==> config.mk <==
export PLATFORM = sky130hd
export DESIGN_NAME = smbus_word_pec_check_convert
export DESIGN_NICKNAME = d
export VERILOG_FILES = /design/src/design/smbwpec_pkg.sv /design/src/design/smbwpec_crc_pipe.sv /design/src/design/smbwpec_result.sv /design/src/design/smbus_word_pec_check_convert.sv
export SDC_FILE = /design/constraint.sdc
export NUM_CORES = 1
export LEC_CHECK = 0
export ABC_AREA = 1
export CAP_MARGIN = 5
export CORE_UTILIZATION = 35
export DETAILED_ROUTE_END_ITERATION = 12
export DONT_BUFFER_PORTS = 1
export GPL_ROUTABILITY_DRIVEN = 0
export GPL_TIMING_DRIVEN = 0
export SLEW_MARGIN = 20
export SYNTH_ARGS = -nofsm -noshare
export SYNTH_HDL_FRONTEND = slang
export SYNTH_SLANG_ARGS = --single-unit
==> constraint.sdc <==
create_clock -name clk -period 6.6 [get_ports clk]
set_input_delay 0.66 -clock clk [delete_from_list [all_inputs] [get_ports clk]]
set_output_delay 0.66 -clock clk [all_outputs]
set_load 0.01 [all_outputs]
==> src/design/smbwpec_pkg.sv <==
// Shared types, constants and the PEC byte update for the SMBus read-word checker.
// No dependencies; used by every module of the block.

package smbwpec_pkg;

  localparam logic [7:0]  PEC_POLY        = 8'h07;
  localparam logic [6:0]  DEV_ADDR_RESET  = 7'd90;
  localparam logic [16:0] CENTI_K_OFFSET  = 17'd27315;

  localparam logic [1:0] ST_OK      = 2'd0;
  localparam logic [1:0] ST_PEC_ERR = 2'd1;
  localparam logic [1:0] ST_SENSOR  = 2'd2;

  // Partial frame between the CRC stages and the result stage
  typedef struct packed {
    logic       valid;
    logic [7:0] crc;
    logic [7:0] data_low;
    logic [7:0] data_high;
    logic [7:0] pec_byte;
  } front_t;

  // CRC-8, MSB first, one byte
  function automatic logic [7:0] pec_update(input logic [7:0] crc, input logic [7:0] data);
    logic [7:0] c;
    c = crc ^ data;
    for (int b = 0; b < 8; b++) begin
      if (c[7]) begin
        c = {c[6:0], 1'b0} ^ PEC_POLY;
      end else begin
        c = {c[6:0], 1'b0};
      end
    end
    return c;
  endfunction

endpackage

==> src/design/smbwpec_crc_pipe.sv <==
// Two register stages of the PEC computation: address/command, then read address/low byte.
// Depends on smbwpec_pkg.

module smbwpec_crc_pipe (
  input  logic                  clk,
  input  logic                  rst_n,
  input  logic                  in_valid,
  output logic                  in_stall,
  input  logic [7:0]            in_command,
  input  logic [7:0]            in_data_low,
  input  logic [7:0]            in_data_high,
  input  logic [7:0]            in_pec_byte,
  input  logic [6:0]            device_address,
  input  logic                  down_ready,
  output smbwpec_pkg::front_t   front
);

  smbwpec_pkg::front_t s1_r, s1_nxt, s2_r, s2_nxt;
  logic       s1_ld, s2_ld;
  logic [7:0] waddr, raddr;

  assign waddr = {device_address, 1'b0};
  assign raddr = {device_address, 1'b1};

  assign s2_ld    = !s2_r.valid || down_ready;
  assign s1_ld    = !s1_r.valid || s2_ld;
  assign in_stall = !s1_ld;

  always_comb begin
    s1_nxt           = s1_r;
    s1_nxt.valid     = in_valid;
    s1_nxt.crc       = smbwpec_pkg::pec_update(smbwpec_pkg::pec_update(8'h00, waddr),
                                               in_command);
    s1_nxt.data_low  = in_data_low;
    s1_nxt.data_high = in_data_high;
    s1_nxt.pec_byte  = in_pec_byte;
  end

  always_comb begin
    s2_nxt       = s1_r;
    s2_nxt.crc   = smbwpec_pkg::pec_update(smbwpec_pkg::pec_update(s1_r.crc, raddr),
                                           s1_r.data_low);
  end

  always_ff @(posedge clk) begin
    if (!rst_n) begin
      s1_r.valid <= 1'b0;
      s2_r.valid <= 1'b0;
    end else begin
      if (s1_ld) begin
        s1_r <= s1_nxt;
      end
      if (s2_ld) begin
        s2_r <= s2_nxt;
      end
    end
  end

  assign front = s2_r;

endmodule

==> src/design/smbwpec_result.sv <==
// Last stage: high-byte CRC step, PEC compare, word assembly and Celsius conversion.
// Depends on smbwpec_pkg; holds the output register.

module smbwpec_result (
  input  logic                  clk,
  input  logic                  rst_n,
  input  smbwpec_pkg::front_t   front,
  output logic                  ready,
  output logic                  out_valid,
  input  logic                  out_stall,
  output logic [1:0]            out_status,
  output logic [15:0]           out_raw_word,
  output logic signed [16:0]    out_temperature_centi_c
);

  logic              valid_r;
  logic [1:0]        status_r, status_nxt;
  logic [15:0]       raw_r, raw_nxt;
  logic [16:0]       temp_r, temp_nxt;
  logic [7:0]        crc;
  logic [15:0]       word;

  assign ready = !valid_r || !out_stall;
  assign crc   = smbwpec_pkg::pec_update(front.crc, front.data_high);
  assign word  = {front.data_high, front.data_low};

  always_comb begin
    status_nxt = smbwpec_pkg::ST_OK;
    raw_nxt    = word;
    temp_nxt   = {word, 1'b0} - smbwpec_pkg::CENTI_K_OFFSET;
    if (crc != front.pec_byte) begin
      status_nxt = smbwpec_pkg::ST_PEC_ERR;
      raw_nxt    = '0;
      temp_nxt   = '0;
    end else if (word[15]) begin
      status_nxt = smbwpec_pkg::ST_SENSOR;
      temp_nxt   = '0;
    end
  end

  always_ff @(posedge clk) begin
    if (!rst_n) begin
      valid_r <= 1'b0;
    end else if (ready) begin
      valid_r <= front.valid;
    end
  end

  always_ff @(posedge clk) begin
    if (ready) begin
      status_r <= status_nxt;
      raw_r    <= raw_nxt;
      temp_r   <= temp_nxt;
    end
  end

  assign out_valid               = valid_r;
  assign out_status              = status_r;
  assign out_raw_word            = raw_r;
  assign out_temperature_centi_c = $signed(temp_r);

endmodule

==> src/design/smbus_word_pec_check_convert.sv <==
// Top level of the SMBus read-word PEC checker and temperature converter.
// Depends on smbwpec_pkg, smbwpec_crc_pipe and smbwpec_result.
//
// Usage:
//   Input channel (in_valid / in_stall): one read-word response per transaction,
//   the command byte sent plus the low, high and PEC bytes received.
//   Output channel (out_valid / out_stall): one result per input transaction,
//   in order: status (0 ok, 1 PEC mismatch, 2 sensor error), the assembled
//   word and the temperature in hundredths of a degree Celsius.
//   Config channel (cfg_valid / cfg_ready): seven-bit device address used in
//   the PEC; cfg_ready is always high. Write it only while the block is empty.
//   One transaction per cycle is sustained while out_stall is low, set by the
//   three-stage CRC/compare pipeline.
//   Reset empties all stages and sets the device address to 90.
//   While the receiver stalls, the result holds and stages behind it keep
//   filling bubbles; in_stall rises only once every stage holds a transaction.

module smbus_word_pec_check_convert (
  input  logic                clk,
  input  logic                rst_n,
  input  logic                in_valid,
  output logic                in_stall,
  input  logic [7:0]          in_command,
  input  logic [7:0]          in_data_low,
  input  logic [7:0]          in_data_high,
  input  logic [7:0]          in_pec_byte,
  output logic                out_valid,
  input  logic                out_stall,
  output logic [1:0]          out_status,
  output logic [15:0]         out_raw_word,
  output logic signed [16:0]  out_temperature_centi_c,
  input  logic                cfg_valid,
  output logic                cfg_ready,
  input  logic [6:0]          cfg_device_address
);

  logic [6:0]          dev_addr_r;
  logic                res_ready;
  smbwpec_pkg::front_t front;

  assign cfg_ready = 1'b1;

  always_ff @(posedge clk) begin
    if (!rst_n) begin
      dev_addr_r <= smbwpec_pkg::DEV_ADDR_RESET;
    end else if (cfg_valid && cfg_ready) begin
      dev_addr_r <= cfg_device_address;
    end
  end

  smbwpec_crc_pipe u_crc (
    .clk            (clk),
    .rst_n          (rst_n),
    .in_valid       (in_valid),
    .in_stall       (in_stall),
    .in_command     (in_command),
    .in_data_low    (in_data_low),
    .in_data_high   (in_data_high),
    .in_pec_byte    (in_pec_byte),
    .device_address (dev_addr_r),
    .down_ready     (res_ready),
    .front          (front)
  );

  smbwpec_result u_res (
    .clk                     (clk),
    .rst_n                   (rst_n),
    .front                   (front),
    .ready                   (res_ready),
    .out_valid               (out_valid),
    .out_stall               (out_stall),
    .out_status              (out_status),
    .out_raw_word            (out_raw_word),
    .out_temperature_centi_c (out_temperature_centi_c)
  );

  // Mismatch clears both result fields
  a_pec_err_zero: assert property (@(posedge clk) disable iff (!rst_n)
    out_valid && out_status == smbwpec_pkg::ST_PEC_ERR |->
      out_raw_word == 16'd0 && out_temperature_centi_c == 17'sd0)
    else $error("PEC mismatch result not cleared");

  // Status must agree with the sensor error bit of the word
  a_sensor_bit: assert property (@(posedge clk) disable iff (!rst_n)
    out_valid && out_status != smbwpec_pkg::ST_PEC_ERR |->
      (out_raw_word[15] == (out_status == smbwpec_pkg::ST_SENSOR)))
    else $error("status disagrees with sensor error bit");

  // With out_stall low, an accepted transaction passes both CRC stages and the result register to out_valid
  a_latency: assert property (@(posedge clk) disable iff (!rst_n)
    in_valid && !in_stall && !out_stall ##1 !out_stall ##1 !out_stall |=> out_valid)
    else $error("transaction lost in pipeline");

endmodule

Word-level counts from Yosys, hierarchy flattened
Index checks and enable logic that the tools add are counted.
- output and inout bits: 38
- input port bits: 44
- logic and storage cells: 115
- flip-flop bits (word level): 109
- bitwise operators: 44
- reduce and logical (&&, ||, !) cells: 11
- equal/unequal tests: 1
- multiplexer cells: 41
- add/subtract/negate cells: 1
- operators by type and width (kind ; number):
    3-bit two-way mux ; 40
    3-bit NOT ; 40
    8-bit bitwise XOR ; 4
    17-bit by 15-bit subtractor with 17-bit output (second input constant) ; 1
    8-bit inequality test ; 1
    1-bit logical NOT ; 5
    2-bit AND reduction ; 2
    1-bit logical OR ; 3
    2-bit two-way mux ; 1
    2-bit OR reduction ; 1

Logic depth before layout (Yosys ltp)
Gate-level depths: netlist of run 1.
- depth in word-level cells: 34
- depth in mapped cells: 16
- gate-level depth less buffers: 15

Hierarchy
From an unflattened synthesis of run 1, not the netlist that was laid out.
- cell total of the unflattened synthesis: 646
- area, all modules: 5677.9 um2
- modules (own cells, without submodules) (module ; instances ; seq. area each (um2) ; area each (um2) ; cells an instance):
    smbwpec_crc_pipe ; 1 ; 1961.9 ; 3206.8 ; 314
    smbwpec_result ; 1 ; 1041.0 ; 2183.3 ; 294
    smbus_word_pec_check_convert ; 1 ; 140.1 ; 287.8 ; 38

Worst setup path after synthesis of run 1
OpenSTA, ideal clock, no wires.
- path kind: input-to-reg
- start point: in out_stall
- end point: reg u_crc.s1_r[0] (netlist bit), enable pin
- path buffers: 0
- stages on the path: 5
- arrival: 3.075 ns
- path slack: 3.104 ns
- required time: 6.179 ns
- path through: nand2_1 > nor2_1 > inv_1 > nor2_1 > nor2_1
- word-level cells in the longest chain between the ends: 5
- RTL lines (what ; RTL line ; text):
    from (decl) ; smbus_word_pec_check_convert.sv:28 ; input logic out_stall,
    1-bit logical NOT ; smbwpec_result.sv:23 ; assign ready = !valid_r || !out_stall;
    1-bit logical OR ; smbwpec_result.sv:23 ;
    1-bit logical OR ; smbwpec_crc_pipe.sv:25 ; assign s2_ld = !s2_r.valid || down_ready;
    1-bit logical OR ; smbwpec_crc_pipe.sv:26 ; assign s1_ld = !s1_r.valid || s2_ld;
    2-bit AND reduction (no source line) ; -- ;
    to (signal assigned) ; smbwpec_crc_pipe.sv:51 ; s1_r <= s1_nxt;
    to (decl) ; smbwpec_crc_pipe.sv:18 ; smbwpec_pkg::front_t s1_r, s1_nxt, s2_r, s2_nxt;
No other way between the ends.
A chain may end at the register's enable or synchronous reset.

Final worst setup path of run 1
- start point: reg u_res.valid_r (netlist: u_res.out_valid)
- end point: out in_stall
- word-level cells in the longest chain between the ends: 5
- RTL lines (what ; RTL line ; text):
    from (decl) ; smbwpec_result.sv:16 ; logic valid_r;
    from (signal assigned) ; smbwpec_result.sv:45 ; valid_r <= front.valid;
    1-bit logical NOT ; smbwpec_result.sv:23 ;
    1-bit logical OR ; smbwpec_result.sv:23 ;
    named net res_ready ; smbus_word_pec_check_convert.sv:38 ; logic res_ready;
    1-bit logical OR ; smbwpec_crc_pipe.sv:25 ;
    1-bit logical OR ; smbwpec_crc_pipe.sv:26 ;
    1-bit logical NOT ; smbwpec_crc_pipe.sv:27 ; assign in_stall = !s1_ld;
    to (decl) ; smbus_word_pec_check_convert.sv:22 ; output logic in_stall,
The timed path passes the listed nets, and every way through them passes these cells.

==> results of run 1 <==
[synthesized netlist by cell type, types with 2 or more instances]
library cell and n:
nand2_1 171, edfxtp_1 98, inv_1 73, xor2_1 40
nor2_1 31, xnor2_1 29, nand3_1 25, a21oi_1 12
dfxtp_1 10, o21ai_0 10, nor2_2 8, nor2_4 3
buf_2 2, buf_4 2, buf_6 2, nor3_1 2
[metal layers]
metal  routed length (um)  track usage [%]  part of all wire [%]
met5                    0                0                     0
met3                  479            3.866                   5.1
met2                 4499            21.98                    48
met1                 4129            15.15                    44
met4                  219            7.117                   2.3
[power groups by stage]
| stage | clock (mW) | combinational (mW) | sequential, mW |
|---|---|---|---|
| after floorplan | 0 | 0.724 | 0.958 |
| after global placement | 0 | 0.843 | 0.973 |
| after detailed placement | 0 | 0.865 | 0.975 |
| after CTS | 0.525 | 0.869 | 0.959 |
| after global routing | 0.545 | 0.997 | 0.968 |
| final | 0.505 | 0.862 | 0.957 |
[critical path, stage by stage (launching register included)]
cell     delay (ns)
dfxtp_1        0.39
nand2_2        0.46
nor2_1         0.23
inv_1          0.09
nor2_1         0.35
[cell families (layout without fill, tap and decap cells)]
group	after synthesis	count (layout)	share of synthesized area, %
simple gates	247	247	19.65
buf+inv	80	96	6.188
flops	108	108	59.55
fa+ha+maj	1	1	0.2370
other cells	1	2	0.07106
compound gates	23	23	2.229
xor+xnor	71	71	12.07
[final cells by class]
cell class                      instances  area, sq um
Antenna cell                            1        2.502
Buffer                                  7        52.55
Clock buffer                            9        225.2
Clock inverter                          6        50.05
Fill cell                            1430         8821
Inverter                               73        274.0
Multi-Input combinational cell        343         1818
Sequential cell                       108         3143
Tap cell                              184        230.2
Timing Repair Buffer                    1        27.53
[state kept, by name, summed over array words and instances, names as in the netlist]
signal,count
u_res.out_raw_word,16
u_res.out_temperature_centi_c,17
u_res.out_status,1
u_crc.front,33
u_res.out_valid,1
dev_addr_r,7
u_crc.s1_r,33
[final timing paths]
kind | slack, ns | start | end | cells past startpoint
hold / removal | 0.39 | rst_n | dev_addr_r[3] | 1
setup reg to reg | 4.47 | u_res.out_valid | u_crc.s1_r[11] | 6
setup / recovery | 4.05 | u_res.out_valid | in_stall | 4
hold reg to reg | 0.42 | u_crc.s1_r[11] | u_crc.front[11] | 0
==> results.yml, run 1 <==
timing:
  relSlewSlack_pct: 47.12
  hold_violations: 0
  tns_ns: 0
  rsz0062_at_grt: "false"
  drv_slew: 0
  fin_worst_hold_slack_ns: 0.3938
  min_period_ns: 2.549
  setup_slack_ns: 4.051
  post-route-period-util_pct: 38.63
  finClkSkew_ns: 0.006448
  finalSetupViolations: 0
  tightest_slew_ns: 0.7904
  max_freq_ghz: 0.3922
finish:
  final_cell_mix: "nand2_1, edfxtp_1, inv_1"
  layout_commonest_cell: "nand2_1"
  final_nets: 588
  finalNonFillerCells: 732
  drive_gt1_share_pct: 7.678
  area_delta_synth_final_pct: 10.34
  fin_area_sq_um: 5823
  fin_util_pct: 39.76
placed_design:
  placed_cells: 716
  dp.final_hpwl_mm: 7.163
  dp_slack_ns: 4.152
  placedInstanceArea_sq_um: 5545
  numPortBuffers: 0
power:
  p_seq_share_pct: 41.2
  p_sw_uw: 853.6
  power.density_nw_per_um2: 399.1
  switching_share_pct: 36.73
  power_mw: 2.324
  clockPowerShare_pct: 21.7
  p_leak_nw: 2.622
  comb_power_share_pct: 37.1
  p_int_mw: 1.471
  ir_drop_mv: 0.1490
setup_path:
  crit_type: "reg2out"
  path_max_fanout: 36
  worstSetupStartpointType: "flip-flop"
  cp.arrival_ns: 1.89
  required_ns: 5.94
  end_kind: "primary output"
floorplan:
  die_width_um: 124.8
  ios: 82
  core_sq_um: 14640
  die_h_um: 124.8
  initial_core_util_pct: 36.04
  dieArea_sq_um: 15570
  row_count: 44
synthesis:
  async_reset_ff_share_pct: 0
  syn-num-nets: 576
  synth_seq_cells: 108
  avgSynthCellArea_sq_um: 9.939
  yosysWarnings: 0
  ys.flop_type: "edfxtp_1"
  yosysSeqAreaShare_pct: 59.55
  synth_cells: 531
  synth_top_area_cell: "edfxtp_1"
  synth_edf_count: 98
  synth.distinct_cells: 29
  synth_area_sq_um: 5278
  yosys.area.top_type_share_pct: 55.76
  ys_top_cells_by_area: "edfxtp_1, nand2_1, xor2_1"
hold_path:
  worstHoldPathType: "in2reg"
grt:
  grt_pass1_vias: 3288
  grt_max_degree: 37
  antenna_found_initial: 1
  grt_pass1_wl_mm: 15.70
  grt_use_total_pct: 13.15
  grt.overflow.total: 0
clocking:
  clkTransAtPathRegs_ns: 0.07
  hold_buffers: 0
  cts.sinks: 108
  cts_made_buffers: 9
  root_buffer: "clkbuf_16"
  clock_latency_ns: 0.35
  cts_tree: "done"
  cts.repair.resized: 0
  htree_levels: 3
  post-cts-setup-buffer-count: 0
  clk_path_buf_depth: 2
outcome:
  violations: "DRC"
  outcome: "complete, but fails checks"
routing:
  ant_nets: 0
  wl_per_cell_um: 12.74
  routed_wl_mm: 9.328
  first_pass_iters: 8
  drt_iter0_markers: 182
  vias: 3250
  drcViolationCount: 12
  vias_per_cell: 4.440
job:
  maxCapViolCount: 0
(Power assumes the default switching activity.)
==> inputs of run 2 (changes only) <==
Clock period 6.6 ns to 2.1 ns, I/O delays scaled along.
==> results.yml, run 2 (synthesized netlist as in run 1, its figures left out) <==
routing:
  ant_nets: 0
  wl_per_cell_um: 12.64
  vias: 3424
  vias_per_cell: 4.470
  drcViolationCount: 12
  first_pass_iters: 9
  drt_iter0_markers: 216
  routed_wl_mm: 9.679
timing:
  tightest_slew_ns: 0.6531
  max_freq_ghz: 0.5059
  hold_violations: 0
  min_period_ns: 1.977
  rsz0062_at_grt: "false"
  setup_slack_ns: 0.1232
  finClkSkew_ns: 0.006194
  drv_slew: 0
  post-route-period-util_pct: 94.13
  relSlewSlack_pct: 56.40
  finalSetupViolations: 0
placed_design:
  dp.final_hpwl_mm: 7.230
  placed_cells: 715
  numPortBuffers: 0
  dp_slack_ns: -0.2923
floorplan:
  row_count: 44
  initial_core_util_pct: 36.04
  die_h_um: 124.8
  ios: 82
  core_sq_um: 14640
  dieArea_sq_um: 15570
  die_width_um: 124.8
setup_path:
  worstSetupStartpointType: "flip-flop"
  cp.arrival_ns: 2.08
  required_ns: 2.20
  end_kind: "flip-flop"
  r2r_slack_ns: 0.12
  path_max_fanout: 10
  crit_type: "reg2reg"
clocking:
  cts_made_buffers: 9
  root_buffer: "clkbuf_16"
  cts_tree: "done"
  clkTransAtPathRegs_ns: 0.07
  clock_latency_ns: 0.35
  htree_levels: 3
  cts.sinks: 108
  clk_path_buf_depth: 2
finish:
  fill_cells: 1368
  final_cell_mix: "nand2_1, edfxtp_1, inv_1"
  finalNonFillerCells: 766
  drive_gt1_share_pct: 10.48
  antenna_cells: 0
  final_nets: 622
  layout_commonest_cell: "nand2_1"
  area_delta_synth_final_pct: 18.71
grt:
  use_met3_pct: 2.191
  grt.overflow.total: 0
  grt_pass1_wl_mm: 16.16
  gr-max-usage-layer: "met2"
  grt_pass1_vias: 3363
  grt_max_degree: 37
  antenna_found_initial: 0
  grtUsageMet1_pct: 16.39
  grt_use_total_pct: 13.36
  use_met2_pct: 22.70
outcome:
  violations: "DRC"
  outcome: "complete, but fails checks"
job:
  maxCapViolCount: 0
power:
  p_leak_nw: 2.801
  ir_drop_mv: 0.4428
  power.density_nw_per_um2: 1216
hold_path:
  worstHoldPathType: "in2reg"
[run 2: cell type report]
type	count	area (sq um)	share of cell area, %
plain buffers	7	57.56	0.9187
well taps	184	230.2	3.675
inverters	73	274.0	4.374
flip-flops and latches	108	3144	50.19
repair buffers	34	345.3	5.512
clock buffers	9	225.2	3.595
multi-input cells	344	1914	30.56
clock inverters	7	73.82	1.178
[run 2: power by group]
part           leakage (nW)  switching [mW]  internal [mW]
Sequential             1.12           0.216           2.81
Clock                 0.141           0.772          0.931
Combinational          1.54            1.79           1.09
[run 2: through the flow]
step           hold slack (ns)  setup TNS (ns)  util [%]  area [sq um]  power, mW
6_report               0.07481               0     42.78          6265      7.616
5_1_grt                0.08604               0     42.78          6265      8.190
4_1_cts                0.06078               0     42.04          6156      7.598
3_5_place_dp            0.2992          -9.920     37.68          5518      5.806
3_3_place_gp            0.2969          -19.09     37.68          5518      5.700
2_1_floorplan           0.2941               0         -          5288      5.284
[run 2: path summary, 6_finish.rpt]
path	startpoint	endpoint	depth (start not counted)
setup / recovery	u_crc.front[10]	u_res.out_status[0]	9
hold / removal	cfg_device_address[5]	dev_addr_r[5]	2
setup reg to reg	u_crc.front[10]	u_res.out_status[0]	9
hold reg to reg	u_crc.s1_r[9]	u_crc.front[9]	0
[run 2: worst max-delay path, cell delays in order, from the launching register on]
cell and delay (ns):
edfxtp_1 0.36, buf_4 0.18, xor2_4 0.17, xor2_1 0.15, or2_2 0.27, nand2_1 0.09
nand2_2 0.06, nor2_4 0.17, nand2_4 0.11, buf_6 0.16
[run 2: timing repair]
item,CTS,global route
pin swaps,1,4
cloned,1,0
hold buffers,31,0
setup buffers,0,3
gates resized for setup,4,18
endpoints found under the setup margin,74,44
hold endpoints to repair,32,0
[run 2: per-layer routing]
layer / routed length [um] / part of all wire (%) / up-vias
li1: - / - / 1773
met1: 4364 / 45 / 1565
met2: 4750 / 49 / 74
met3: 364 / 3.8 / 12
met4: 199 / 2.1 / 0
met5: 0 / 0 / -
==> inputs of run 3 (changes only) <==
Settings changed: CTS_BUF_LIST from default to sky130_fd_sc_hd__clkbuf_4 sky130_fd_sc_hd__clkbuf_8.
==> results.yml, run 3 (synthesized netlist as in run 1, its figures left out) <==
outcome:
  outcome: "complete, but fails checks"
  violations: "DRC"
floorplan:
  ios: 82
  dieArea_sq_um: 15570
  initial_core_util_pct: 36.04
  die_width_um: 124.8
  row_count: 44
  die_h_um: 124.8
  core_sq_um: 14640
finish:
  final_nets: 632
  layout_commonest_cell: "nand2_1"
  antenna_cells: 0
  multi_input_area_sq_um: 1971
  area_delta_synth_final_pct: 20.41
  drive_gt1_share_pct: 14.36
  final_cell_mix: "nand2_1, edfxtp_1, inv_1"
  fill_cells: 1359
  seqCellArea_sq_um: 3146
power:
  p_int_mw: 4.648
  p_sw_mw: 2.854
  ir_drop_mv: 0.4304
  p_seq_share_pct: 40.4
  clockPowerShare_pct: 17.1
  switching_share_pct: 38.04
  power.density_nw_per_um2: 1181
  p_leak_nw: 2.834
  comb_power_share_pct: 42.4
hold_path:
  min-delay-start: "cfg_device_address[5]"
  min_to: "dev_addr_r[5]"
  holdPathStages: 2
  worstHoldPathType: "in2reg"
setup_path:
  critPathMaxStageDelay_ns: 0.53
  cpMostUsedCell: "nand2_1"
  cp.arrival_ns: 2.26
  r2r_cells: 13
  crit_type: "reg2reg"
  r2r-end: "u_res.out_raw_word[7]"
  worstSetupStartpointType: "flip-flop"
  reg2reg_from: "u_crc.front[9]"
  cp.buffers_inverters: 3
  crit_path_cell_trace: "xnor2_2 > inv_1 > nand2_2 > nand2_1 > nand2_1 > nand2_1 > nand2_1 > nand2_1 > nor2_4 > buf_6 > nand2_8 > clkbuf_16 > nor2_1"
  r2r_slack_ns: 0.09
  path_max_fanout: 9
  required_ns: 2.34
  critPathSlowestCell: "edfxtp_1"
  crit_family: "simple AND/OR/NAND/NOR gates"
  end_kind: "flip-flop"
timing:
  max_freq_ghz: 0.4974
  finalSetupViolations: 0
  drv_slew: 0
  finClkSkew_ns: 0.009714
  tns_ns: 0
  min_period_ns: 2.010
  relSlewSlack_pct: 56.81
  setup_slack_ns: 0.08969
  hold_violations: 0
  tightest_slew_ns: 0.6470
  post-route-period-util_pct: 95.73
clocking:
  cts_made_buffers: 9
  htree_levels: 3
  clk_path_buf_depth: 2
  root_buffer: "clkbuf_8"
  clock_latency_ns: 0.37
  cts_tree: "done"
  clkTransAtPathRegs_ns: 0.11
  cts.sinks: 108
grt:
  grt.overflow.total: 0
  antenna_found_initial: 0
  grt_pass1_vias: 3343
  grt_max_degree: 37
  grt_pass1_wl_mm: 16.15
  grt_use_total_pct: 13.32
placed_design:
  numPortBuffers: 0
  dp.final_hpwl_mm: 7.230
  dp_slack_ns: -0.2923
routing:
  first_pass_iters: 11
  routed_wl_mm: 9.984
  drcViolationCount: 12
  drt_iter0_markers: 213
  wl_per_cell_um: 12.87
  vias_per_cell: 4.487
  vias: 3482
  ant_nets: 0
job:
  maxCapViolCount: 0
-- run 3: routing by layer --
layer  part of all wire, %  GRT usage (%)  up-vias
met5                     0              0        -
met4                   1.2          5.301        0
met3                   3.7          2.878        6
met2                    51          22.84       71
met1                    45          16.25     1608
li1                      -              -     1797
-- run 3: repair_timing --
action,4_1_cts,5_1_grt
setup endpoints to repair,74,29
hold buffers,31,0
setup buffers,0,11
endpoints found under the hold margin,32,0
gates resized for setup,5,40
pin swaps,1,7
cloned,1,2
-- run 3: power groups by stage --
stage | Sequential (mW) | Combinational (mW) | Clock [mW]
final | 3.03 | 3.18 | 1.29
after global routing | 3.07 | 3.60 | 1.41
after CTS | 3.02 | 2.82 | 1.34
after detailed placement | 3.07 | 2.74 | 0
after global placement | 3.06 | 2.64 | 0
after floorplan | 3.01 | 2.28 | 0
-- run 3: worst max-delay path by stage --
stage	startpoint	end	slack, ns	cells past startpoint
6_report	u_crc.front[9]	u_res.out_raw_word[7]	0.09	13
5_1_grt	u_crc.front[9]	u_res.out_raw_word[11]	-0.03	13
2_1_floorplan	u_res.out_valid	u_crc.front[0]	0.06	5
3_3_place_gp	u_res.out_valid	u_crc.front[2]	-0.37	5
3_5_place_dp	u_res.out_valid	u_crc.s1_r[11]	-0.29	5
4_1_cts	u_crc.front[12]	u_res.out_temperature_centi_c[14]	0.01	9
-- run 3: per-stage QoR --
stage	utilization, %	total power [mW]	hold WS [ns]	std cells	instance area (sq um)
after floorplan	-	5.284	0.2941	531	5288
after global placement	37.68	5.700	0.2969	715	5518
after detailed placement	37.68	5.806	0.2992	715	5518
after CTS	41.38	7.175	0.01736	763	6060
after global routing	43.40	8.069	0.03740	776	6355
final	43.40	7.502	0.03689	776	6355
-- run 3: area by class of cell --
type | instances | area share (%)
inverters | 73 | 4.312
multi-input cells | 344 | 31.01
clock buffers | 9 | 1.949
clock inverters | 7 | 1.162
plain buffers | 7 | 1.162
well taps | 184 | 3.623
repair buffers | 44 | 7.285
flip-flops and latches | 108 | 49.50
-- run 3: worst register-to-register path: cells and delay by family, from the launching register on --
kind                   cells  cell delay [ns]
AND/OR/NAND/NOR            9             0.71
flip-flops                 1             0.53
buffers and inverters      3             0.39
XOR/XNOR                   1             0.25
